$ cat config.mk
export PLATFORM = sky130hd
export DESIGN_NAME = qn_isqrt_pipe
export DESIGN_NICKNAME = d
export VERILOG_FILES = /design/src/quaternion_normalize_top_assert.svh /design/src/qn_isqrt_pipe.sv
export SDC_FILE = /design/constraint.sdc
export NUM_CORES = 1
export LEC_CHECK = 0
export BUFFER_PORTS_ARGS = -buffer_cell sky130_fd_sc_hd__buf_2
export CORE_MARGIN = 10
export CORE_UTILIZATION = 59
export CTS_CLUSTER_SIZE = 30
export DETAILED_ROUTE_END_ITERATION = 12
export PLACE_DENSITY = 0.82
export SKIP_CTS_REPAIR_TIMING = 1
export SLEW_MARGIN = 20
export SYNTH_ARGS = -nofsm -noshare
export SYNTH_HDL_FRONTEND = slang
export SYNTH_SLANG_ARGS = --single-unit
$ cat constraint.sdc
create_clock -name clk -period 4.02 [get_ports clk]
set_input_delay 0.804 -clock clk [delete_from_list [all_inputs] [get_ports clk]]
set_output_delay 0.804 -clock clk [all_outputs]
set_load 0.02 [all_outputs]
$ cat src/quaternion_normalize_top_assert.svh
// ----------------------------------------------------------------------------
// Assertion macros for the quaternion normalizer
// Same-cycle and next-cycle implication checks, clocked and reset-qualified.
// ----------------------------------------------------------------------------
`ifndef QUATERNION_NORMALIZE_TOP_ASSERT_SVH
`define QUATERNION_NORMALIZE_TOP_ASSERT_SVH

// ante implies cons in the same cycle
`define QN_ASSERT_IMPLIES(name, clk, rstn, ante, cons) \
    name: assert property (@(posedge clk) disable iff (!rstn) (ante) |-> (cons)) \
        else $error("quaternion_normalize_top: implication check failed");

// ante implies cons in the next cycle
`define QN_ASSERT_NEXT(name, clk, rstn, ante, cons) \
    name: assert property (@(posedge clk) disable iff (!rstn) (ante) |=> (cons)) \
        else $error("quaternion_normalize_top: next-cycle check failed");

`endif

$ cat src/qn_isqrt_pipe.sv
// ----------------------------------------------------------------------------
// qn_isqrt_pipe
// Pipelined digit-by-digit integer square root, one root bit per stage.
// ----------------------------------------------------------------------------
module qn_isqrt_pipe #(
    parameter int K = 17
) (
    input  logic           clk,
    input  logic           en,
    input  logic [2*K-1:0] val_in,
    output logic [K-1:0]   root_out,
    output logic [K+1:0]   rem_out
);

    logic [K+1:0]   rem_reg  [K];
    logic [K-1:0]   root_reg [K];
    logic [2*K-1:0] bits_reg [K];

    for (genvar i = 0; i < K; i++) begin : g_stage
        logic [K+1:0]   prev_rem;
        logic [K-1:0]   prev_root;
        logic [2*K-1:0] prev_bits;
        logic [K+1:0]   cand;
        logic [K+1:0]   trial;
        logic           ge;

        if (i == 0) begin : g_first
            assign prev_rem  = '0;
            assign prev_root = '0;
            assign prev_bits = val_in;
        end else begin : g_next
            assign prev_rem  = rem_reg[i-1];
            assign prev_root = root_reg[i-1];
            assign prev_bits = bits_reg[i-1];
        end

        // bring down the next two bits and try root*4+1
        assign cand  = {prev_rem[K-1:0], prev_bits[2*K-1:2*K-2]};
        assign trial = {prev_root, 2'b01};
        assign ge    = (cand >= trial);

        always_ff @(posedge clk) begin
            if (en) begin
                rem_reg[i]  <= ge ? (cand - trial) : cand;
                root_reg[i] <= {prev_root[K-2:0], ge};
                bits_reg[i] <= {prev_bits[2*K-3:0], 2'b00};
            end
        end
    end

    assign root_out = root_reg[K-1];
    assign rem_out  = rem_reg[K-1];

endmodule

==> flow_metrics.tcl, run 1 <==
set metrics [dict create \
    setup_viol 0 \
    arrival_ps 3770 \
    cts_buffers 72 \
    synth_area_mm2 0.0330 \
    ioPinCount 72 \
    n_antenna_cell 0 \
    row_count 86 \
    drive_gt1_share_pct 8.76 \
    fmax_mhz 293 \
    fin_setup_tns_ps 0 \
    final_cell_mix "edfxtp_1, inv_1, nor2_1" \
    vias_per_cell 5.88 \
    clk_path_buf_depth 3 \
    cp-start-kind "flop" \
    fin_crit_ps 3420 \
    min_path_type "in -> reg" \
    largest_register_ffs 273 \
    worst_slew_pin_slew_ps 1060 \
    pwr-share-clk_pct 32.0 \
    cellLeakagePower_uw 0.0141 \
    synth_fp_nets 2720 \
    finish.net_count 2836 \
    sw_frac_of_total_pct 27.6 \
    pwr-share-comb_pct 20.0 \
    post_dp_cell_area_mm2 0.0343 \
    final_area_mm2 0.0366 \
    ir_worst_vdd_mv 0.629 \
    async_reset_ff_share_pct 0 \
    worst_setup_path_end_kind "flop" \
    cellPowerDensity_mw_per_mm2 548 \
    ys_seq_area_share_pct 63.5 \
    rsz0062_at_grt "no" \
    die-width_um 256 \
    grt_pass1_wl_um 102000 \
    die_y_um 256 \
    power.total_uw 20100 \
    critPathMaxFanout 6 \
    status "finished clean" \
    timing_hold_violations_final 0 \
    grt_max_degree 93 \
    portBuffers 71 \
    drc 0 \
    dr.pass1.iters 7 \
    cts_tree "yes" \
    clock_sinks 698 \
    grt_usage_pct 18.9 \
    mostFrequentLayoutCell "edfxtp_1" \
    switchingPower_uw 5530 \
    drt_wl_total_um 62900 \
    area_growth_pct 10.9 \
    finClkSkew_ps 21.2 \
    internal_power_uw 14500 \
    slew-limit-headroom_pct 28.2 \
    ys_ff_latch 698 \
    maxSlewViolCount 0 \
    start_util_pct 59.8 \
    path_clk_slew_ps 60 \
    routabilityCongestion 0.947 \
    synth_cells 2512 \
    setup_ws_ps 605 \
    drv_cap 0 \
    fillers 3708 \
    path_class "reg -> reg" \
    grt_pass1_vias 20300 \
    synth_edf_count 698 \
    postRouteAntennaNets 0 \
    dp_cells 3302 \
    seqPwrFrac_pct 48.0 \
    syn_area_per_cell_um2 13.1 \
    synth_ff_type "edfxtp_1" \
    yosysWarnings 0 \
    htree_num_levels 3 \
    worstSkewPairLatency_ps 620 \
    antenna_found_initial 1 \
    hpwl_um 43000 \
    dieArea_mm2 0.0658 \
    fin_crit_sh_pct 85.0 \
    cts_root_buf "clkbuf_16" \
    routedWlPerCell_um 18.3 \
    overflow 0 \
    worstPathRequired_ps 4380 \
    finalNonFillerCells 3431 \
    core_region_area_mm2 0.0552 \
    ys_types 85 \
    vias 20200 \
    dpl_worst_slack_ps 754 \
    drtIter0Drc 1865 \
]
==> cell families (layout without fill, tap and decap cells) <==
family	after synthesis	count (layout)	synth area share [%]
DFF	698	698	63.5
and+or+nand+nor	614	614	9.43
AOI/OAI and AO/OA	504	504	9.81
buffers and inverters	258	429	3.00
xor gates and xnor gates	180	180	4.80
adders and majority gates	172	172	6.52
muxes	85	85	2.89
other	1	1	0.0114
==> final timing paths <==
path | depth (start not counted) | from | end | slack [ps]
worst min register to register | 0 | bits_reg[0][151] | bits_reg[0][185] | 410
worst max register to register | 8 | root_reg[0][207] | rem_reg[0][263] | 600
worst max-delay path | 8 | root_reg[0][207] | rem_reg[0][263] | 600
worst min-delay path | 1 | val_in[20] | bits_reg[0][20] | 360
==> metrics by stage <==
| step | utilization (%) | hold WS [ps] |
|---|---|---|
| global route | 66.3 | 348 |
| finish | 66.3 | 363 |
| CTS | 66.3 | 335 |
| detailed placement | 62.2 | 405 |
| global placement | 62.2 | 400 |
| floorplan | - | 400 |
==> worst max-delay path, cell delays in order, from the launching register on <==
cell,delay (ps)
edfxtp_1,410
inv_1,90
ha_1,280
a211oi_1,380
nor2_1,160
o41ai_1,940
nand3_1,240
a211oi_1,300
mux2_2,360
==> Yosys cell counts (9+ instances only) <==
cell | n | area share (%)
a31oi_1 | 15 | 0.28
o21ai_1 | 17 | 0.26
or4_1 | 9 | 0.20
nor3_1 | 61 | 0.93
xor2_1 | 72 | 1.9
o31ai_1 | 11 | 0.25
and2_1 | 9 | 0.17
a211oi_1 | 24 | 0.55
o21a_1 | 51 | 1.2
or3_1 | 30 | 0.57
a21o_1 | 25 | 0.57
nor2b_1 | 27 | 0.51
o211ai_1 | 16 | 0.36
a21oi_1 | 155 | 2.4
nand4b_1 | 12 | 0.32
nand2_1 | 104 | 1.2
mux2_1 | 54 | 1.8
edfxtp_1 | 698 | 64
nor2_1 | 192 | 2.2
o21ai_0 | 85 | 1.3
mux2_2 | 21 | 0.72
nand3_1 | 38 | 0.58
inv_1 | 210 | 2.4
xnor2_1 | 107 | 2.8
nor4_1 | 25 | 0.47
ha_1 | 172 | 6.5
nand2b_1 | 29 | 0.55
clkbuf_1 | 39 | 0.44
o21bai_1 | 9 | 0.20
nand4_1 | 26 | 0.49
o31a_1 | 9 | 0.24
==> power groups by stage <==
stage | clock network (uW) | logic, uW | registers [uW]
finish | 6410 | 4020 | 9640
global route | 6830 | 4450 | 9720
CTS | 6550 | 3980 | 9640
detailed placement | 0 | 3940 | 9770
global placement | 0 | 3770 | 9740
floorplan | 0 | 2840 | 9710
==> per-layer routing <==
layer | track usage, % | part of all wire (%)
met1 | 23.7 | 41
met2 | 32.5 | 50
met3 | 3.36 | 6.1
met4 | 6.47 | 2.3
met5 | 0 | 0
==> final cells by class <==
| class | instances | area [um^2] | area share, % |
|---|---|---|---|
| clock buffer | 87 | 1880 | 5.14 |
| clock inverter | 42 | 377 | 1.03 |
| inverter | 211 | 792 | 2.16 |
| multi-input combinational | 1556 | 11100 | 30.2 |
| sequential | 698 | 21000 | 57.3 |
| tap | 748 | 936 | 2.56 |
| timing repair buffer | 89 | 588 | 1.61 |
(Power assumes the default switching activity.)
==> run 2: changes to the inputs <==
ABC_AREA = 1   (was not set)
CORE_UTILIZATION = 57   (was 59)
clock period = 2.8 ns   (was 4.02 ns; I/O delays follow)
==> run 2 against run 1 <==
Net effect: wire length rose by 18%; clock skew fell by 2.3 ps; utilization is 2.2 points lower; global-route usage grew 1.4 points; combinational power up 57%; sequential power rose by 42%; count of clock-buffer cells in the layout is 1 higher.
==> flow_metrics.tcl, run 2 <==
set metrics [dict create \
    grt_pass1_vias 24100 \
    cts_buffers 74 \
    ys_seq_area_share_pct 58.8 \
    synth_fp_nets 3871 \
    finalNonFillerCells 4712 \
    min_path_type "in -> reg" \
    area_growth_pct 11.0 \
    synthAdderAreaFrac_pct 6.03 \
    rsz0062_at_grt "no" \
    mostFrequentLayoutCell "nand2_1" \
    ys_top_cells_by_count "nand2_1, edfxtp_1, inv_1" \
    dpl_worst_slack_ps 63.0 \
    ioPinCount 72 \
    start_util_pct 57.7 \
    worst_slew_pin_slew_ps 722 \
    grt_pass1_wl_um 122000 \
    synth_cells 3663 \
    synth-compound-area-share_pct 4.54 \
    postRouteAntennaNets 0 \
    grt_usage_pct 20.3 \
    arrival_ps 2890 \
    async_reset_ff_share_pct 0 \
    hpwl_um 53800 \
    dr.pass1.iters 7 \
    finish.net_count 4028 \
    final_cell_mix "nand2_1, edfxtp_1, inv_1" \
    final_area_mm2 0.0396 \
    largest_register_ffs 273 \
    overflow 0 \
    dp_cells 4581 \
    post_dp_cell_area_mm2 0.0373 \
    path_clk_slew_ps 60 \
    seqCellArea_mm2 0.0210 \
    path_class "reg -> reg" \
    worstPathRequired_ps 3160 \
    worstSkewPairLatency_ps 620 \
    finClkSkew_ps 18.9 \
    die-width_um 270 \
    htree_num_levels 3 \
    syn_area_per_cell_um2 9.74 \
    drive_gt1_share_pct 7.56 \
    routabilityCongestion 0.923 \
    setup_ws_ps 261 \
    row_count 91 \
    maxSlewViolCount 0 \
    synth_top_family_by_area "simple AND/OR/NAND/NOR gates" \
    fin_setup_tns_ps 0 \
    drt_wl_total_um 74100 \
    die_y_um 270 \
    fin_crit_sh_pct 90.7 \
    drtIter0Drc 2175 \
    n_antenna_cell 0 \
    reg2reg_setup_slack_ps 260 \
    fmax_mhz 394 \
    yosysMostFrequentCell "nand2_1" \
    drv_cap 0 \
    drc 0 \
    synthTopCellsByArea "edfxtp_1, nand2_1, ha_1" \
    synth_ff_type "edfxtp_1" \
    dieArea_mm2 0.0730 \
    grt_max_degree 69 \
    synth_mux_area_share_pct 0 \
    fillers 4752 \
    critPathMaxFanout 18 \
    ys_types 46 \
    ir_worst_vdd_mv 0.699 \
    synth_top_cell_by_area "edfxtp_1" \
    setup_viol 0 \
    cellPowerDensity_mw_per_mm2 740 \
    portBuffers 71 \
    synth_xor_area_share_pct 2.75 \
    multi_input_area_mm2 0.0124 \
    clk_path_buf_depth 3 \
    routedWlPerCell_um 15.7 \
    cp-start-kind "flop" \
    cts_root_buf "clkbuf_16" \
    cellLeakagePower_uw 0.0180 \
    core_region_area_mm2 0.0618 \
    cts_tree "yes" \
    worst_setup_path_end_kind "flop" \
    yosysTopAreaCellShare_pct 58.8 \
    antenna_found_initial 0 \
    slew-limit-headroom_pct 51.7 \
    synth_area_mm2 0.0357 \
    final_util_pct 64.1 \
    synth_edf_count 698 \
    clock_sinks 698 \
    ys_ff_latch 698 \
    yosysWarnings 0 \
    fin_crit_ps 2540 \
    timing_hold_violations_final 0 \
    vias_per_cell 5.27 \
    vias 24800 \
    status "finished clean" \
    synth-simple-area-share_pct 21.3 \
]
==> run 2: cell types whose count changed after synthesis, sizes merged, moves of 33 or more <==
cell    change
nand2    +1045
inv       +356
nand3     +230
nor2       +51
o21a       -47
xnor2      -80
clkbuf     -39
mux2       -77
or3        -33
==> run 2: path summary, 6_finish.rpt <==
path | from | cells past startpoint | to
worst max-delay path | rem_reg[0][179] | 9 | rem_reg[0][201]
worst min-delay path | val_in[30] | 1 | bits_reg[0][30]
worst max register to register | rem_reg[0][179] | 9 | rem_reg[0][201]
worst min register to register | bits_reg[0][176] | 0 | bits_reg[0][210]
==> run 2: area by class of cell <==
type,instances,area share [%]
Tap cell,837,2.64
Inverter,567,5.37
Multi-Input combinational cell,2366,31.2
Clock buffer,88,4.86
Clock inverter,43,0.904
Sequential cell,698,52.9
Timing Repair Buffer,113,2.10
==> run 2: per-stage QoR <==
stage / hold slack (ps) / power (uW)
3_3_place_gp: 400 / 20000
4_1_cts: 82.2 / 29500
2_1_floorplan: 400 / 18200
6_report: 114 / 29300
5_1_grt: 85.0 / 30900
3_5_place_dp: 405 / 20100
==> run 2: cells by family (layout without fill, tap and decap cells) <==
kind of cell | after synthesis | in the layout
other | 1 | 1
AO/OA/AOI/OAI | 290 | 290
adder cells (fa/ha/maj) | 172 | 172
flip-flops | 698 | 698
XOR/XNOR | 112 | 112
buffers and inverters | 599 | 811
AND/OR/NAND/NOR | 1791 | 1791
==> run 2: power by group <==
part           total, uW  internal [uW]  switching (uW)
Clock               9280           5300            3970
Combinational       6330           2170            4160
Sequential         13700          13000             654
Total              29300          20500            8790
==> run 2: critical path, cell delays in order (launching register included) <==
cell	delay, ps
edfxtp_1	410
ha_1	390
a21oi_1	220
o21ai_0	170
inv_1	100
nand3_1	100
nand2_1	430
nand2_4	260
nand2_1	130
nand2_1	90
==> run 2: metal layers <==
| metal | vias to the layer above | GRT usage, % | part of all wire, % |
|---|---|---|---|
| li1 | 12400 | - | - |
| met1 | 11500 | 25.3 | 42 |
| met2 | 748 | 35.3 | 50 |
| met3 | 174 | 3.30 | 5.4 |
| met4 | 0 | 7.08 | 3.2 |
| met5 | - | 0 | 0 |
